==> src/hdl/vca_pkg.sv <==
// ----------------------------------------------------------------------------
// vca_pkg
// Field widths, result action codes and shared types for the voice channel
// allocator.
// ----------------------------------------------------------------------------
`default_nettype none

package vca_pkg;

	localparam int ID_W   = 16;
	localparam int LEN_W  = 32;
	localparam int TIME_W = 32;
	localparam int CHAN_W = 3;
	localparam int ACT_W  = 2;
	localparam int MASK_W = 8;

	typedef logic [ACT_W-1:0] action_t;

	localparam action_t ACT_FREE    = 2'd0;
	localparam action_t ACT_RETRIG  = 2'd1;
	localparam action_t ACT_STEAL   = 2'd2;

	typedef struct packed {
		logic done;
		logic free_found;
		logic match_found;
	} scan_flags_t;

endpackage

`default_nettype wire

==> src/hdl/vca_req_if.sv <==
// ----------------------------------------------------------------------------
// vca_req_if
// Play request channel: valid/ready handshake with sound id, length and time.
// ----------------------------------------------------------------------------
`default_nettype none

interface vca_req_if
	import vca_pkg::*;
();
	logic              valid;
	logic              ready;
	logic [ID_W-1:0]   sound_id;
	logic [LEN_W-1:0]  sound_length;
	logic [TIME_W-1:0] now_time;

	modport source (output valid, output sound_id, output sound_length, output now_time,
		input ready);
	modport sink (input valid, input sound_id, input sound_length, input now_time,
		output ready);
endinterface

`default_nettype wire

==> src/hdl/vca_res_if.sv <==
// ----------------------------------------------------------------------------
// vca_res_if
// Allocation result channel: valid/ready handshake with channel, action and
// expiry mask.
// ----------------------------------------------------------------------------
`default_nettype none

interface vca_res_if
	import vca_pkg::*;
();
	logic              valid;
	logic              ready;
	logic [CHAN_W-1:0] channel;
	action_t           action;
	logic [MASK_W-1:0] expired_mask;

	modport source (output valid, output channel, output action, output expired_mask,
		input ready);
	modport sink (input valid, input channel, input action, input expired_mask,
		output ready);
endinterface

`default_nettype wire

==> src/hdl/voice_channel_allocator_core.sv <==
// ----------------------------------------------------------------------------
// voice_channel_allocator_core
// Assigns a playback channel to each play request: expire, take free,
// retrigger same sound, or steal the channel with least remaining time.
// ----------------------------------------------------------------------------
// One request is handled at a time. The slot store has a single read port,
// so one channel entry is read per cycle. Two compare stages and an
// accumulate register follow the last read; the commit state then selects
// the channel combinationally, writes it back and loads the result register.
// The next request is taken in the cycle after write-back, while the earlier
// result may still wait in the output register. Write-back stalls while an
// earlier result waits unaccepted. Channel state needs no clearing pass after
// reset: only the busy bits are reset, and slot entries of idle channels never
// decide the result, since an idle channel is always taken as free first.
`default_nettype none

module voice_channel_allocator_core
	import vca_pkg::*;
#(
	parameter int CHANNELS  = 8,
	parameter int ID_BITS   = 16,
	parameter int TIME_BITS = 32
) (
	input  wire logic clk,
	input  wire logic arst_n,
	vca_req_if.sink   req,
	vca_res_if.source res
);

	localparam int CH_BITS = $clog2(CHANNELS);
	localparam int ENT_W   = ID_BITS + 2 * TIME_BITS;
	localparam logic [CH_BITS-1:0] LAST_IDX = CH_BITS'(CHANNELS - 1);

	localparam logic [1:0] ST_IDLE   = 2'd0;
	localparam logic [1:0] ST_SCAN   = 2'd1;
	localparam logic [1:0] ST_WAIT   = 2'd2;
	localparam logic [1:0] ST_COMMIT = 2'd3;

	logic [1:0]           state_q;
	logic [CH_BITS-1:0]   idx_q;
	logic [CHANNELS-1:0]  busy_q;
	logic [ID_BITS-1:0]   req_id_q;
	logic [TIME_BITS-1:0] req_len_q;
	logic [TIME_BITS-1:0] req_now_q;

	logic                 res_valid_q;
	logic [CHAN_W-1:0]    res_chan_q;
	action_t              res_act_q;
	logic [MASK_W-1:0]    res_mask_q;

	logic                 accept;
	logic                 commit;
	logic                 scan_rd;
	logic [ENT_W-1:0]     rd_data;
	scan_flags_t          flags;
	logic [CHANNELS-1:0]  exp_mask;
	logic [CH_BITS-1:0]   free_ch, match_ch, min_ch;
	logic [CH_BITS-1:0]   ch_sel;
	action_t              act_sel;

	assign req.ready = (state_q == ST_IDLE);
	assign accept    = req.valid && req.ready;
	assign scan_rd   = (state_q == ST_SCAN);
	assign commit    = (state_q == ST_COMMIT) && (!res_valid_q || res.ready);

	always_comb begin
		if (flags.free_found) begin
			ch_sel  = free_ch;
			act_sel = ACT_FREE;
		end else if (flags.match_found) begin
			ch_sel  = match_ch;
			act_sel = ACT_RETRIG;
		end else begin
			ch_sel  = min_ch;
			act_sel = ACT_STEAL;
		end
	end

	vca_slot_mem #(
		.CHANNELS (CHANNELS),
		.ENT_W    (ENT_W)
	) u_mem (
		.clk     (clk),
		.wr_en   (commit),
		.wr_addr (ch_sel),
		.wr_data ({req_id_q, req_len_q, req_now_q}),
		.rd_en   (scan_rd),
		.rd_addr (idx_q),
		.rd_data (rd_data)
	);

	vca_scan #(
		.CHANNELS  (CHANNELS),
		.ID_BITS   (ID_BITS),
		.TIME_BITS (TIME_BITS)
	) u_scan (
		.clk        (clk),
		.arst_n     (arst_n),
		.clear      (accept),
		.issue      (scan_rd),
		.issue_busy (busy_q[idx_q]),
		.issue_last (idx_q == LAST_IDX),
		.issue_idx  (idx_q),
		.rd_data    (rd_data),
		.req_id     (req_id_q),
		.req_len    (req_len_q),
		.req_now    (req_now_q),
		.flags      (flags),
		.exp_mask   (exp_mask),
		.free_ch    (free_ch),
		.match_ch   (match_ch),
		.min_ch     (min_ch)
	);

	always_ff @(posedge clk or negedge arst_n) begin
		if (!arst_n) begin
			state_q     <= ST_IDLE;
			idx_q       <= '0;
			busy_q      <= '0;
			res_valid_q <= 1'b0;
		end else begin
			case (state_q)
				ST_IDLE: begin
					if (accept) begin
						idx_q   <= '0;
						state_q <= ST_SCAN;
					end
				end
				ST_SCAN: begin
					if (idx_q == LAST_IDX) begin
						state_q <= ST_WAIT;
					end else begin
						idx_q <= idx_q + 1'b1;
					end
				end
				ST_WAIT: begin
					if (flags.done) begin
						state_q <= ST_COMMIT;
					end
				end
				ST_COMMIT: begin
					if (commit) begin
						state_q <= ST_IDLE;
					end
				end
				default: begin
					state_q <= ST_IDLE;
				end
			endcase

			if (commit) begin
				busy_q      <= (busy_q & ~exp_mask) | (CHANNELS'(1) << ch_sel);
				res_valid_q <= 1'b1;
			end else if (res.ready) begin
				res_valid_q <= 1'b0;
			end
		end
	end

	always_ff @(posedge clk) begin
		if (accept) begin
			req_id_q  <= ID_BITS'(req.sound_id);
			req_len_q <= TIME_BITS'(req.sound_length);
			req_now_q <= TIME_BITS'(req.now_time);
		end
		if (commit) begin
			res_chan_q <= CHAN_W'(ch_sel);
			res_act_q  <= act_sel;
			res_mask_q <= MASK_W'(exp_mask);
		end
	end

	assign res.valid        = res_valid_q;
	assign res.channel      = res_chan_q;
	assign res.action       = res_act_q;
	assign res.expired_mask = res_mask_q;

`ifndef SYNTH
	a_commit_sets_busy: assert property (@(posedge clk) disable iff (!arst_n)
		commit |=> busy_q[$past(ch_sel)])
		else $error("chosen channel not marked busy after write-back");

	a_free_is_free: assert property (@(posedge clk) disable iff (!arst_n)
		(commit && (act_sel == ACT_FREE)) |-> (!busy_q[ch_sel] || exp_mask[ch_sel]))
		else $error("free channel taken while still busy");

	a_expired_were_busy: assert property (@(posedge clk) disable iff (!arst_n)
		commit |-> ((exp_mask & ~busy_q) == '0))
		else $error("idle channel reported as expired");
`endif

endmodule

`default_nettype wire

==> src/hdl/vca_slot_mem.sv <==
// ----------------------------------------------------------------------------
// vca_slot_mem
// Channel slot store: sound id, length and start time per channel, one write
// port and one registered read port.
// ----------------------------------------------------------------------------
`default_nettype none

module vca_slot_mem
	import vca_pkg::*;
#(
	parameter int CHANNELS = 8,
	parameter int ENT_W    = 80
) (
	input  wire logic                        clk,
	input  wire logic                        wr_en,
	input  wire logic [$clog2(CHANNELS)-1:0] wr_addr,
	input  wire logic [ENT_W-1:0]            wr_data,
	input  wire logic                        rd_en,
	input  wire logic [$clog2(CHANNELS)-1:0] rd_addr,
	output logic      [ENT_W-1:0]            rd_data
);

	logic [ENT_W-1:0] mem [CHANNELS];

	always_ff @(posedge clk) begin
		if (wr_en) begin
			mem[wr_addr] <= wr_data;
		end
		if (rd_en) begin
			rd_data <= mem[rd_addr];
		end
	end

endmodule

`default_nettype wire

==> src/hdl/vca_scan.sv <==
// ----------------------------------------------------------------------------
// vca_scan
// Per-channel scan pipeline: expiry test, same-sound match and least
// remaining time, accumulated over one pass of slot reads.
// ----------------------------------------------------------------------------
`default_nettype none

module vca_scan
	import vca_pkg::*;
#(
	parameter int CHANNELS  = 8,
	parameter int ID_BITS   = 16,
	parameter int TIME_BITS = 32
) (
	input  wire logic                           clk,
	input  wire logic                           arst_n,
	input  wire logic                           clear,
	input  wire logic                           issue,
	input  wire logic                           issue_busy,
	input  wire logic                           issue_last,
	input  wire logic [$clog2(CHANNELS)-1:0]    issue_idx,
	input  wire logic [ID_BITS+2*TIME_BITS-1:0] rd_data,
	input  wire logic [ID_BITS-1:0]             req_id,
	input  wire logic [TIME_BITS-1:0]           req_len,
	input  wire logic [TIME_BITS-1:0]           req_now,
	output scan_flags_t                         flags,
	output logic      [CHANNELS-1:0]            exp_mask,
	output logic      [$clog2(CHANNELS)-1:0]    free_ch,
	output logic      [$clog2(CHANNELS)-1:0]    match_ch,
	output logic      [$clog2(CHANNELS)-1:0]    min_ch
);

	localparam int CH_BITS = $clog2(CHANNELS);
	localparam int ENT_W   = ID_BITS + 2 * TIME_BITS;

	logic [ID_BITS-1:0]   ent_sound;
	logic [TIME_BITS-1:0] ent_length;
	logic [TIME_BITS-1:0] ent_start;

	logic               valid_s1, valid_s2, valid_s3;
	logic               busy_s1, busy_s2;
	logic               last_s1, last_s2, last_s3;
	logic [CH_BITS-1:0] idx_s1, idx_s2, idx_s3;

	logic [TIME_BITS-1:0] elapsed_s2, length_s2;
	logic                 match_s2;

	logic                 expired_s3, free_s3, match_s3;
	logic [TIME_BITS-1:0] rem_s3;

	logic                 free_found_q, match_found_q, done_q;
	logic [TIME_BITS-1:0] best_q;

	assign ent_sound  = rd_data[ENT_W-1 -: ID_BITS];
	assign ent_length = rd_data[2*TIME_BITS-1:TIME_BITS];
	assign ent_start  = rd_data[TIME_BITS-1:0];

	always_ff @(posedge clk or negedge arst_n) begin
		if (!arst_n) begin
			valid_s1 <= 1'b0;
			valid_s2 <= 1'b0;
			valid_s3 <= 1'b0;
		end else begin
			valid_s1 <= issue;
			valid_s2 <= valid_s1;
			valid_s3 <= valid_s2;
		end
	end

	always_ff @(posedge clk) begin
		busy_s1    <= issue_busy;
		last_s1    <= issue_last;
		idx_s1     <= issue_idx;

		elapsed_s2 <= req_now - ent_start;
		length_s2  <= ent_length;
		match_s2   <= (ent_sound == req_id) && (ent_length == req_len);
		busy_s2    <= busy_s1;
		last_s2    <= last_s1;
		idx_s2     <= idx_s1;

		expired_s3 <= busy_s2 && (elapsed_s2 > length_s2);
		free_s3    <= !busy_s2 || (elapsed_s2 > length_s2);
		rem_s3     <= length_s2 - elapsed_s2;
		match_s3   <= match_s2;
		last_s3    <= last_s2;
		idx_s3     <= idx_s2;
	end

	always_ff @(posedge clk or negedge arst_n) begin
		if (!arst_n) begin
			free_found_q  <= 1'b0;
			match_found_q <= 1'b0;
			done_q        <= 1'b0;
			exp_mask      <= '0;
			free_ch       <= '0;
			match_ch      <= '0;
			min_ch        <= '0;
			best_q        <= '0;
		end else if (clear) begin
			free_found_q  <= 1'b0;
			match_found_q <= 1'b0;
			done_q        <= 1'b0;
			exp_mask      <= '0;
		end else begin
			done_q <= valid_s3 && last_s3;
			if (valid_s3) begin
				if (expired_s3) begin
					exp_mask[idx_s3] <= 1'b1;
				end
				if (free_s3 && !free_found_q) begin
					free_found_q <= 1'b1;
					free_ch      <= idx_s3;
				end
				if (match_s3 && !match_found_q) begin
					match_found_q <= 1'b1;
					match_ch      <= idx_s3;
				end
				if ((idx_s3 == '0) || ($signed(rem_s3) < $signed(best_q))) begin
					best_q <= rem_s3;
					min_ch <= idx_s3;
				end
			end
		end
	end

	assign flags.done        = done_q;
	assign flags.free_found  = free_found_q;
	assign flags.match_found = match_found_q;

endmodule

`default_nettype wire

==> src/flat_wrapper.sv <==
// flat-port wrapper written by rule: the top's interface ports become plain ports
module voice_channel_allocator_core_flat import vca_pkg::*;
#(
	parameter int CHANNELS  = 8,
	parameter int ID_BITS   = 16,
	parameter int TIME_BITS = 32
)
  (clk, arst_n, req_valid, req_sound_id, req_sound_length, req_now_time, req_ready, res_valid, res_channel, res_action, res_expired_mask, res_ready);
  vca_req_if req_i ();
  vca_res_if res_i ();
  input  wire logic clk;
  input  wire logic arst_n;
  input wire logic [$bits(req_i.valid)-1:0] req_valid;
  input wire logic [$bits(req_i.sound_id)-1:0] req_sound_id;
  input wire logic [$bits(req_i.sound_length)-1:0] req_sound_length;
  input wire logic [$bits(req_i.now_time)-1:0] req_now_time;
  output wire logic [$bits(req_i.ready)-1:0] req_ready;
  output wire logic [$bits(res_i.valid)-1:0] res_valid;
  output wire logic [$bits(res_i.channel)-1:0] res_channel;
  output wire logic [$bits(res_i.action)-1:0] res_action;
  output wire logic [$bits(res_i.expired_mask)-1:0] res_expired_mask;
  input wire logic [$bits(res_i.ready)-1:0] res_ready;
  assign req_i.valid = req_valid;
  assign req_i.sound_id = req_sound_id;
  assign req_i.sound_length = req_sound_length;
  assign req_i.now_time = req_now_time;
  assign req_ready = req_i.ready;
  assign res_valid = res_i.valid;
  assign res_channel = res_i.channel;
  assign res_action = res_i.action;
  assign res_expired_mask = res_i.expired_mask;
  assign res_i.ready = res_ready;
  voice_channel_allocator_core #(.CHANNELS(CHANNELS), .ID_BITS(ID_BITS), .TIME_BITS(TIME_BITS)) u_core (.clk(clk), .arst_n(arst_n), .req(req_i), .res(res_i));
endmodule
==> config.mk <==
export PLATFORM = sky130hd
export DESIGN_NAME = voice_channel_allocator_core_flat
export DESIGN_NICKNAME = d
export VERILOG_FILES = /design/src/hdl/vca_pkg.sv /design/src/hdl/vca_req_if.sv /design/src/hdl/vca_res_if.sv /design/src/hdl/voice_channel_allocator_core.sv /design/src/hdl/vca_slot_mem.sv /design/src/hdl/vca_scan.sv /design/src/flat_wrapper.sv
export SDC_FILE = /design/constraint.sdc
export NUM_CORES = 1
export LEC_CHECK = 0
export BUFFER_PORTS_ARGS = -buffer_cell sky130_fd_sc_hd__buf_2
export CAP_MARGIN = 20
export CORE_MARGIN = 3
export CORE_UTILIZATION = 60
export CTS_BUF_LIST = sky130_fd_sc_hd__clkbuf_8
export CTS_CLUSTER_SIZE = 14
export DETAILED_ROUTE_END_ITERATION = 10
export PLACE_DENSITY = 0.77
export SYNTH_ARGS = -nofsm -noshare
export SYNTH_HDL_FRONTEND = slang
export SYNTH_SLANG_ARGS = --single-unit
==> constraint.sdc <==
create_clock -name clk -period 11 [get_ports clk]
set_clock_uncertainty 0.15 [all_clocks]
set_input_delay 1.1 -clock clk [delete_from_list [all_inputs] [get_ports clk]]
set_output_delay 1.1 -clock clk [all_outputs]
set_load 0.01 [all_outputs]
==> results.sh, run 1 <==
export IMPL_busiest_layer="met2"
export IMPL_syn_instance_count=2168
export IMPL_first_pass_iters=5
export IMPL_ctsResizeCount=0
export IMPL_synthTopCellsByArea="edfxtp_1 (62%), mux4_2 (9.3%), dfxtp_1 (5.8%)"
export IMPL_cts_buffers=156
export IMPL_synth_most_common_cell="edfxtp_1"
export IMPL_clkLatencyLatePin_ns=0.79
export IMPL_synth_cell_area_um2=39400
export IMPL_path_delay_family="simple AND/OR/NAND/NOR gates"
export IMPL_grt_usage_pct=23.6
export IMPL_drc=0
export IMPL_rrSetupSlack_ns=7.23
export IMPL_numClockSinks=996
export IMPL_ios=99
export IMPL_cts_max_path_buffers=3
export IMPL_fin_crit_ns=3.77
export IMPL_path_cells="ha_1, and2_1, buf_4, nand2b_1, nor2_4, buf_4"
export IMPL_end_kind="flop"
export IMPL_grt_antenna_before_repair=5
export IMPL_fin_tns_setup_ns=0
export IMPL_worstPathRequired_ns=11.24
export IMPL_met1_usage_pct=33.9
export IMPL_hold_class="flop to flop"
export IMPL_coreArea_um2=64700
export IMPL_cellLeakagePower_uw=0.0161
export IMPL_worst_path_buf_inv=2
export IMPL_cpMaxStageDelayCell="buf_4"
export IMPL_power_uw=12800
export IMPL_cts_htree_levels=4
export IMPL_place_hpwl_mm=47.3
export IMPL_place_inst=3083
export IMPL_cap_violations=0
export IMPL_die_h_um=262
export IMPL_first_global_vias=21100
export IMPL_ant_nets=0
export IMPL_io_buffers=98
export IMPL_cts_tree="built"
export IMPL_die_w_um=262
export IMPL_power_density_cell_area_nw_per_um2=291
export IMPL_preCtsSetupSlack_ns=6.50
export IMPL_synth_net_count=2354
export IMPL_first_iter_violations=1752
export IMPL_crit_top_cell="buf_4"
export IMPL_drive_above_1_share_pct=25.5
export IMPL_syn_to_final_growth_pct=11.9
export IMPL_avgSynthCellArea_um2=18.2
export IMPL_synth_edf_count=813
export IMPL_timing_final_crit_share_pct=34.2
export IMPL_critical_path_arrival_ns=4.01
export IMPL_vias_per_cell=5.99
export IMPL_start_util_pct=60.9
export IMPL_startpoint_type="flop"
export IMPL_setup_viol=0
export IMPL_instances_no_fill=3369
export IMPL_worstPathMaxFanout=56
export IMPL_grt_max_degree=135
export IMPL_final_hold_viol_count=0
export IMPL_clock_root_buffer="clkbuf_8"
export IMPL_die_area_um2=68800
export IMPL_synth_top_area_share_pct=62.0
export IMPL_yosys_area_top_type="edfxtp_1"
export IMPL_fillers=4190
export IMPL_std_cell_rows=93
export IMPL_regArea_um2=28400
export IMPL_timing_fmax_ghz=0.266
export IMPL_rsz0062_at_grt="no"
export IMPL_ys_ff_latch=996
export IMPL_wl_per_cell_um=23.5
export IMPL_ys_warn_count=0
export IMPL_nets=2573
export IMPL_hold_buffers=0
export IMPL_synth_common_cells="edfxtp_1 (813), mux4_2 (162), inv_1 (121), dfxtp_1 (114), ha_1 (100)"
export IMPL_grt_overflow=0
export IMPL_place_congestion=0.891
export IMPL_tightest_slew_ns=1.09
export IMPL_synth_ff_type="edfxtp_1"
export IMPL_drt_total_wl_mm=79.1
export IMPL_ys_seq_area_share_pct=72.2
export IMPL_clk_pin_slew_worst_paths_ns=0.07
export IMPL_slowest_delay_ns=0.92
export IMPL_met3_usage_pct=4.66
export IMPL_maxSlewViolCount=0
export IMPL_ys_types=63
export IMPL_ir_worst_vdd_uv=147
export IMPL_use_met2_pct=37.1
export IMPL_max_slew_margin_pct=27.5
export IMPL_post_cts_setup_buffers=0
export IMPL_path_class="flop to flop"
export IMPL_grt_pass1_wl_mm=123
export IMPL_multi_input_area_um2=10300
export IMPL_ys_async_sr_fraction_pct=6.93
export IMPL_fin_ws_ns=7.23
export IMPL_status="complete, no violations"
export IMPL_vias=20200
[cell usage in the layout, fill, tap and decap left out, types with 5 or more instances in the layout]
cell type / instances
o21ai_0: 45
buf_2: 98
nand2_1: 55
nand3_1: 17
mux4_2: 162
and2_1: 7
nand2b_1: 14
and3_1: 12
clkinv_1: 21
a211o_1: 6
o21bai_1: 7
o21a_1: 13
dfxtp_1: 114
bufinv_16: 5
o211ai_1: 6
xnor2_1: 35
nand4_1: 9
mux2_4: 30
xor2_1: 65
nor2_4: 8
a21oi_1: 75
buf_4: 19
nor2b_1: 15
mux2_2: 93
mux2i_1: 6
a31oi_1: 11
clkbuf_8: 174
a21boi_0: 5
ha_1: 99
nor3_1: 12
clkinv_2: 17
a211oi_1: 10
nor2_1: 53
inv_1: 175
edfxtp_1: 813
nor4_1: 15
dfrtp_1: 66
a21o_1: 53
[path summary, 6_finish.rpt]
path,cells past startpoint,start,to
min in group asynchronous,2,arst_n,u_core.u_scan.best_q[0]
worst max register to register,6,u_core.state_q[0],u_core.u_mem.mem[2][74]
max in group asynchronous,2,arst_n,u_core.idx_q[2]
worst max-delay path,6,u_core.state_q[0],u_core.u_mem.mem[2][74]
worst min-delay path,0,u_core.u_scan.idx_s2[0],u_core.u_scan.idx_s3[0]
worst min register to register,0,u_core.u_scan.idx_s2[0],u_core.u_scan.idx_s3[0]
[kinds of logic after synthesis]
logic type	after synthesis	synth area share [%]
flops	996	72.2
mux	291	13.2
compound gates	265	4.41
simple gates	232	2.89
buf+inv	182	1.82
fa+ha+maj	102	3.28
xor+xnor	100	2.22
[routing by layer]
| metal | share of wire [%] | up-vias |
|---|---|---|
| met5 | 0 | - |
| met2 | 48 | 770 |
| met1 | 43 | 10400 |
| met4 | 2.2 | 0 |
| li1 | - | 8906 |
| met3 | 6.9 | 132 |
[layout make-up]
| type | instances | share of cell area (%) |
|---|---|---|
| timing repair buffer | 122 | 1.68 |
| sequential | 996 | 64.5 |
| clock buffer | 174 | 5.43 |
| inverter | 121 | 1.04 |
| tap | 855 | 2.43 |
| clock inverter | 110 | 1.45 |
| antenna | 1 | 0.00568 |
| multi-input combinational | 990 | 23.4 |
[flip-flops by register name (all words and copies together) (netlist names), 8 cells and up]
name	count
u_core.busy_q	8
u_core.req_id_q	16
u_core.u_mem.mem	640
u_core.u_mem.rd_data	80
u_core.u_scan.elapsed_s2	32
u_core.u_scan.rem_s3	32
u_core.req_len_q	32
u_core.u_scan.exp_mask	8
u_core.req_now_q	32
u_core.res.expired_mask	8
u_core.u_scan.best_q	32
u_core.u_scan.length_s2	32
[report_power, final]
group / leakage [uW] / internal (uW) / total [uW] / switching [uW]
combinational: 0.00519 / 1920 / 4140 / 2210
sequential: 0.00920 / 5150 / 5700 / 547
clock: 0.00176 / 1580 / 2990 / 1410
total: 0.0161 / 8650 / 12800 / 4170
[stage by stage]
stage | utilization (%) | cell area, um^2 | hold WS [ns]
final | 68.1 | 44100 | 0.175
after global routing | 68.1 | 44100 | 0.177
after CTS | 68.1 | 44000 | 0.176
after detailed placement | 63.4 | 41000 | 0.162
after global placement | 63.3 | 40900 | 0.162
after floorplan | - | 39400 | 0.160
[worst reg2reg max path, cell delays in order, from the launching register on]
cell	delay, ns
dfrtp_1	0.43
ha_1	0.19
and2_1	0.13
buf_4	0.29
nand2b_1	0.33
nor2_4	0.89
buf_4	0.92
Power figures use the tool's default switching activity.
==> run 2, diff against run 1 <==
Settings changed: CORE_UTILIZATION 60 to 58, PLACE_DENSITY 0.77 to 0.78.
Clock period 11 ns to 3.07 ns, I/O delays scaled along.
==> run 2 against run 1 <==
Cell area increased by 2.8%. Final cell count rose by 3.8%. Highest routed layer unchanged. Largest cell class unchanged. Via count rose by 2.6%. Routed wire length grew 3.3%. Fmax rose by 27%. Clock power rose to 3.4 times the previous value. Die area grew 3.4%. Worst setup slack worse by 7.1 ns. Clock-buffer cell count shrank 11. Power rose to 3.6 times the previous value. Flip-flop and latch count unchanged.
==> results.sh, run 2 (synthesis gave the netlist of run 1 again) <==
export IMPL_fillers=4181
export IMPL_place_congestion=0.888
export IMPL_drt_total_wl_mm=81.8
export IMPL_grt_antenna_before_repair=2
export IMPL_vias_per_cell=5.92
export IMPL_vias=20700
export IMPL_std_cell_rows=94
export IMPL_startpoint_type="flop"
export IMPL_worst_path_buf_inv=2
export IMPL_instances_no_fill=3496
export IMPL_comb_power_share_pct=34.1
export IMPL_clk_pin_slew_worst_paths_ns=0.06
export IMPL_place_inst=3114
export IMPL_ant_nets=0
export IMPL_largest_reg_flops=640
export IMPL_io_buffers=98
export IMPL_p_seq_share_pct=43.9
export IMPL_netSwitchingPower_uw=15100
export IMPL_ios=99
export IMPL_worstPathRequired_ns=3.58
export IMPL_switching_share_pct=32.9
export IMPL_cts_htree_levels=4
export IMPL_place_hpwl_mm=48.1
export IMPL_grt_overflow=0
export IMPL_nets=2691
export IMPL_final_hold_viol_count=0
export IMPL_numClockSinks=996
export IMPL_cts_buffers=153
export IMPL_status="complete, no violations"
export IMPL_cellLeakagePower_uw=0.0166
export IMPL_crit_top_cell="a21o_1"
export IMPL_mostFrequentLayoutCells="edfxtp_1 (813), inv_1 (167), clkbuf_8 (163)"
export IMPL_fin_crit_ns=2.97
export IMPL_cp_depth=11
export IMPL_wl_per_cell_um=23.4
export IMPL_drc=0
export IMPL_clock_root_buffer="clkbuf_8"
export IMPL_cap_violations=0
export IMPL_hold_class="primary input to flop"
export IMPL_grt_pass1_wl_mm=126
export IMPL_timing_final_crit_share_pct=96.8
export IMPL_p_int_uw=30800
export IMPL_die_h_um=267
export IMPL_end_kind="flop"
export IMPL_setup_viol=0
export IMPL_power_uw=46000
export IMPL_cpMaxStageDelayCell="dfrtp_1"
export IMPL_grt_usage_pct=23.7
export IMPL_tightest_slew_ns=0.756
export IMPL_cts_max_path_buffers=3
export IMPL_path_delay_family="compound AO/OA/AOI/OAI gates"
export IMPL_timing_fmax_ghz=0.337
export IMPL_syn_to_final_growth_pct=15.0
export IMPL_max_slew_margin_pct=49.1
export IMPL_clock_power_share_pct=22.0
export IMPL_cts_tree="built"
export IMPL_coreArea_um2=66600
export IMPL_slowest_delay_ns=0.36
export IMPL_die_area_um2=71100
export IMPL_path_cells="inv_1, ha_1, a21o_1, a21o_1, a21o_1, a211oi_2, a211oi_1, a311oi_2, o21ai_4, buf_12, mux2_4"
export IMPL_first_pass_iters=6
export IMPL_first_global_vias=21400
export IMPL_final_common_cell="edfxtp_1"
export IMPL_clkLatencyLatePin_ns=0.79
export IMPL_hold_path_depth=2
export IMPL_reg_top3="u_core.u_mem.mem x640, u_core.u_mem.rd_data x80"
export IMPL_drive_above_1_share_pct=25.1
export IMPL_grt_max_degree=85
export IMPL_critical_path_arrival_ns=3.48
export IMPL_reg2reg_depth=11
export IMPL_ir_worst_vdd_uv=591
export IMPL_die_w_um=267
export IMPL_worstPathMaxFanout=32
export IMPL_first_iter_violations=1908
export IMPL_power_density_cell_area_nw_per_um2=1010
export IMPL_maxSlewViolCount=0
export IMPL_start_util_pct=59.2
export IMPL_path_class="flop to flop"
export IMPL_regMostFlops="u_core.u_mem.mem"
-- run 2: final timing paths --
| path | endpoint | start | slack (ns) |
|---|---|---|---|
| hold / removal | u_core.req_now_q[17] | req_now_time[17] | 0.07 |
| min in group asynchronous | u_core.u_scan.best_q[19] | arst_n | 0.50 |
| max in group asynchronous | u_core.idx_q[1] | arst_n | 1.34 |
| hold reg to reg | u_core.u_scan.idx_s3[1] | u_core.u_scan.idx_s2[1] | 0.17 |
| setup reg to reg | u_core.u_scan.best_q[17] | u_core.u_scan.best_q[17] | 0.1 |
| setup / recovery | u_core.u_scan.best_q[17] | u_core.u_scan.best_q[17] | 0.1 |
-- run 2: power by group through the flow --
stage               logic (uW)  registers (uW)  clock network [uW]
floorplan                11600           19600                   0
global placement         15200           20200                   0
detailed placement       15500           20400                   0
CTS                      15700           20200               10300
global route             17100           20500               11000
finish                   15700           20200               10100
-- run 2: area by class of cell --
| cell class | count | area, um^2 | area share, % |
|---|---|---|---|
| sequential | 996 | 28400 | 62.8 |
| multi-input combinational | 990 | 10300 | 22.8 |
| clock buffer | 163 | 2240 | 4.95 |
| timing repair buffer | 243 | 2140 | 4.73 |
| tap | 864 | 1080 | 2.39 |
| clock inverter | 117 | 589 | 1.30 |
| inverter | 121 | 457 | 1.01 |
| antenna | 2 | 5.00 | 0.0110 |
-- run 2: layer usage --
metal  track usage (%)  up-vias  part of all wire [%]
li1                  -     9160                     -
met1              33.2    10600                    42
met2              38.4      827                    50
met3              4.59      128                   6.7
met4              7.16        0                   2.0
met5                 0        -                     0
-- run 2: timing repair --
action                                  in CTS  in global routing
buffers inserted                             0                  7
endpoints found under the setup margin       0                 32
resized for setup                            0                  3
hold endpoints to repair                   156                  0
hold buffers                                92                  0
-- run 2: stage by stage --
stage | setup slack [ns] | util, % | hold WS, ns | setup TNS (ns) | cell area (um^2)
after global placement | 0.151 | 62.3 | 0.161 | 0 | 41500
after detailed placement | 0.0773 | 62.3 | 0.162 | 0 | 41500
after CTS | 0.0622 | 67.9 | 0.00349 | 0 | 45200
after global routing | -0.0445 | 68.1 | 0.0253 | -0.812 | 45300
final | 0.0997 | 68.1 | 0.0688 | 0 | 45300
after floorplan | -0.798 | - | -0.139 | -193.04 | 39400
==> run 3, diff against run 2 <==
Settings changed: CORE_MARGIN 3 to not set.
==> run 3 against run 2 <==
First-iteration DRC count about the same. Worst setup slack got worse by 0.016 ns. Sequential power is essentially flat. Flip-flop and latch count stayed put. Combinational power about the same. Clock power about the same. Global-route usage rose by 0.81 points. Largest cell class unchanged. Highest routed layer unchanged.
==> results.sh, run 3 (synthesis gave the netlist of run 1 again) <==
export IMPL_first_global_vias=21600
export IMPL_std_cell_rows=95
export IMPL_grt_max_degree=87
export IMPL_start_util_pct=58.7
export IMPL_grt_usage_pct=24.5
export IMPL_startpoint_type="flop"
export IMPL_hold_class="primary input to flop"
export IMPL_place_inst=3140
export IMPL_cellLeakagePower_uw=0.0168
export IMPL_drt_total_wl_mm=82.0
export IMPL_die_area_um2=69000
export IMPL_wl_per_cell_um=23.3
export IMPL_ir_worst_vdd_uv=563
export IMPL_cts_htree_levels=4
export IMPL_worstPathMaxFanout=9
export IMPL_path_class="flop to flop"
export IMPL_die_w_um=263
export IMPL_setup_viol=0
export IMPL_multi_input_area_um2=10400
export IMPL_place_area_um2=41700
export IMPL_cap_violations=0
export IMPL_vias=20800
export IMPL_grt_pass1_wl_mm=127
export IMPL_place_hpwl_mm=49.6
export IMPL_maxSlewViolCount=0
export IMPL_final_hold_viol_count=0
export IMPL_final_common_cell="edfxtp_1"
export IMPL_vias_per_cell=5.89
export IMPL_syn_to_final_growth_pct=16.0
export IMPL_numClockSinks=996
export IMPL_clk_pin_slew_worst_paths_ns=0.06
export IMPL_reg_top3="u_core.u_mem.mem x640, u_core.u_mem.rd_data x80"
export IMPL_instances_no_fill=3526
export IMPL_largest_reg_flops=640
export IMPL_coreArea_um2=67200
export IMPL_timing_final_crit_share_pct=97.3
export IMPL_ios=99
export IMPL_grt_overflow=0
export IMPL_first_pass_iters=8
export IMPL_fin_crit_ns=2.99
export IMPL_cts_tree="built"
export IMPL_end_kind="flop"
export IMPL_die_h_um=263
export IMPL_cts_buffers=154
export IMPL_regArea_um2=28400
export IMPL_mostFrequentLayoutCells="edfxtp_1 (813), inv_1 (187), clkbuf_8 (171)"
export IMPL_cts_max_path_buffers=3
export IMPL_tightest_slew_ns=0.778
export IMPL_clock_root_buffer="clkbuf_8"
export IMPL_drive_above_1_share_pct=25.6
export IMPL_io_buffers=98
export IMPL_first_iter_violations=1907
export IMPL_fillers=4176
export IMPL_timing_fmax_ghz=0.335
export IMPL_critical_path_arrival_ns=3.53
export IMPL_place_congestion=0.896
export IMPL_regMostFlops="u_core.u_mem.mem"
export IMPL_worstPathRequired_ns=3.61
export IMPL_ant_nets=0
export IMPL_drc=0
export IMPL_max_slew_margin_pct=47.7
export IMPL_clkLatencyLatePin_ns=0.80
export IMPL_nets=2715
export IMPL_power_density_cell_area_nw_per_um2=1010
export IMPL_grt_antenna_before_repair=2
export IMPL_status="complete, no violations"
export IMPL_design_area_um2=45700
[run 3: cell types whose count changed in the layout (fill, tap and decap cells not counted), sizes merged]
cell | before | now
buf | 151 | 163
bufinv | 2 | 1
clkbuf | 163 | 171
clkinv | 57 | 26
clkinvlp | 6 | 8
diode | 2 | 1
dlygate4sd3 | 92 | 103
inv | 173 | 194
[run 3: layer usage]
| metal | vias up | global-route usage (%) | routed length [um] |
|---|---|---|---|
| li1 | 9200 | - | - |
| met1 | 10600 | 33.5 | 34400 |
| met2 | 780 | 39.5 | 40200 |
| met3 | 158 | 4.84 | 5160 |
| met4 | 0 | 9.08 | 2310 |
| met5 | - | 0 | 0 |
[run 3: cell type report]
| cell class | instances | area share [%] |
|---|---|---|
| clock buffers | 171 | 5.15 |
| diodes | 1 | 0.00548 |
| well taps | 873 | 2.39 |
| multi-input cells | 990 | 22.7 |
| clock inverters | 108 | 1.16 |
| inverters | 121 | 1.00 |
| repair buffers | 266 | 5.36 |
| flip-flops and latches | 996 | 62.2 |
[run 3: report_power, final]
part	internal (uW)	leakage (uW)	total [uW]	switching (uW)
Combinational	7410	0.00593	15900	8450
Sequential	18400	0.00920	20200	1760
Clock	5230	0.00171	10200	5020
[run 3: through the flow]
stage / hold slack (ns) / total power, uW / TNS (ns) / worst slack [ns] / util (%)
6_report: 0.0691 / 46300 / 0 / 0.0833 / 68.0
3_5_place_dp: 0.114 / 36100 / 0 / 0.0797 / 62.1
3_3_place_gp: 0.102 / 35500 / 0 / 0.207 / 62.1
2_1_floorplan: -0.139 / 31200 / -193.04 / -0.798 / -
4_1_cts: 0.000854 / 46500 / 0 / 0.00559 / 67.9
5_1_grt: 0.0291 / 48800 / -0.0207 / -0.0207 / 68.0
[run 3: repair_timing]
action | in CTS | in global routing
resized for setup | 0 | 7
buffers inserted | 0 | 3
setup endpoints to repair | 0 | 12
hold endpoints to repair | 156 | 0
hold buffers | 103 | 0
[run 3: worst max-delay path, cell delays in order, from the launching register on]
cell,delay [ns]
edfxtp_1,0.52
ha_1,0.40
and3_1,0.20
o21ai_0,0.24
o2111ai_1,0.18
a21o_1,0.25
a221o_1,0.31
a21oi_1,0.24
o21ai_0,0.15
xor2_1,0.25
[run 3: final timing paths]
| check | from | endpoint | slack (ns) | depth (start not counted) |
|---|---|---|---|---|
| worst min-delay path | req_sound_id[0] | u_core.req_id_q[0] | 0.07 | 2 |
| worst max-delay path | u_core.req_now_q[5] | u_core.u_scan.elapsed_s2[18] | 0.08 | 9 |
| min in group asynchronous | arst_n | u_core.busy_q[4] | 0.55 | 4 |
| worst max register to register | u_core.req_now_q[5] | u_core.u_scan.elapsed_s2[18] | 0.08 | 9 |
| worst min register to register | u_core.u_scan.last_s1 | u_core.u_scan.last_s2 | 0.17 | 0 |
| max in group asynchronous | arst_n | u_core.u_scan.best_q[7] | 1.15 | 4 |
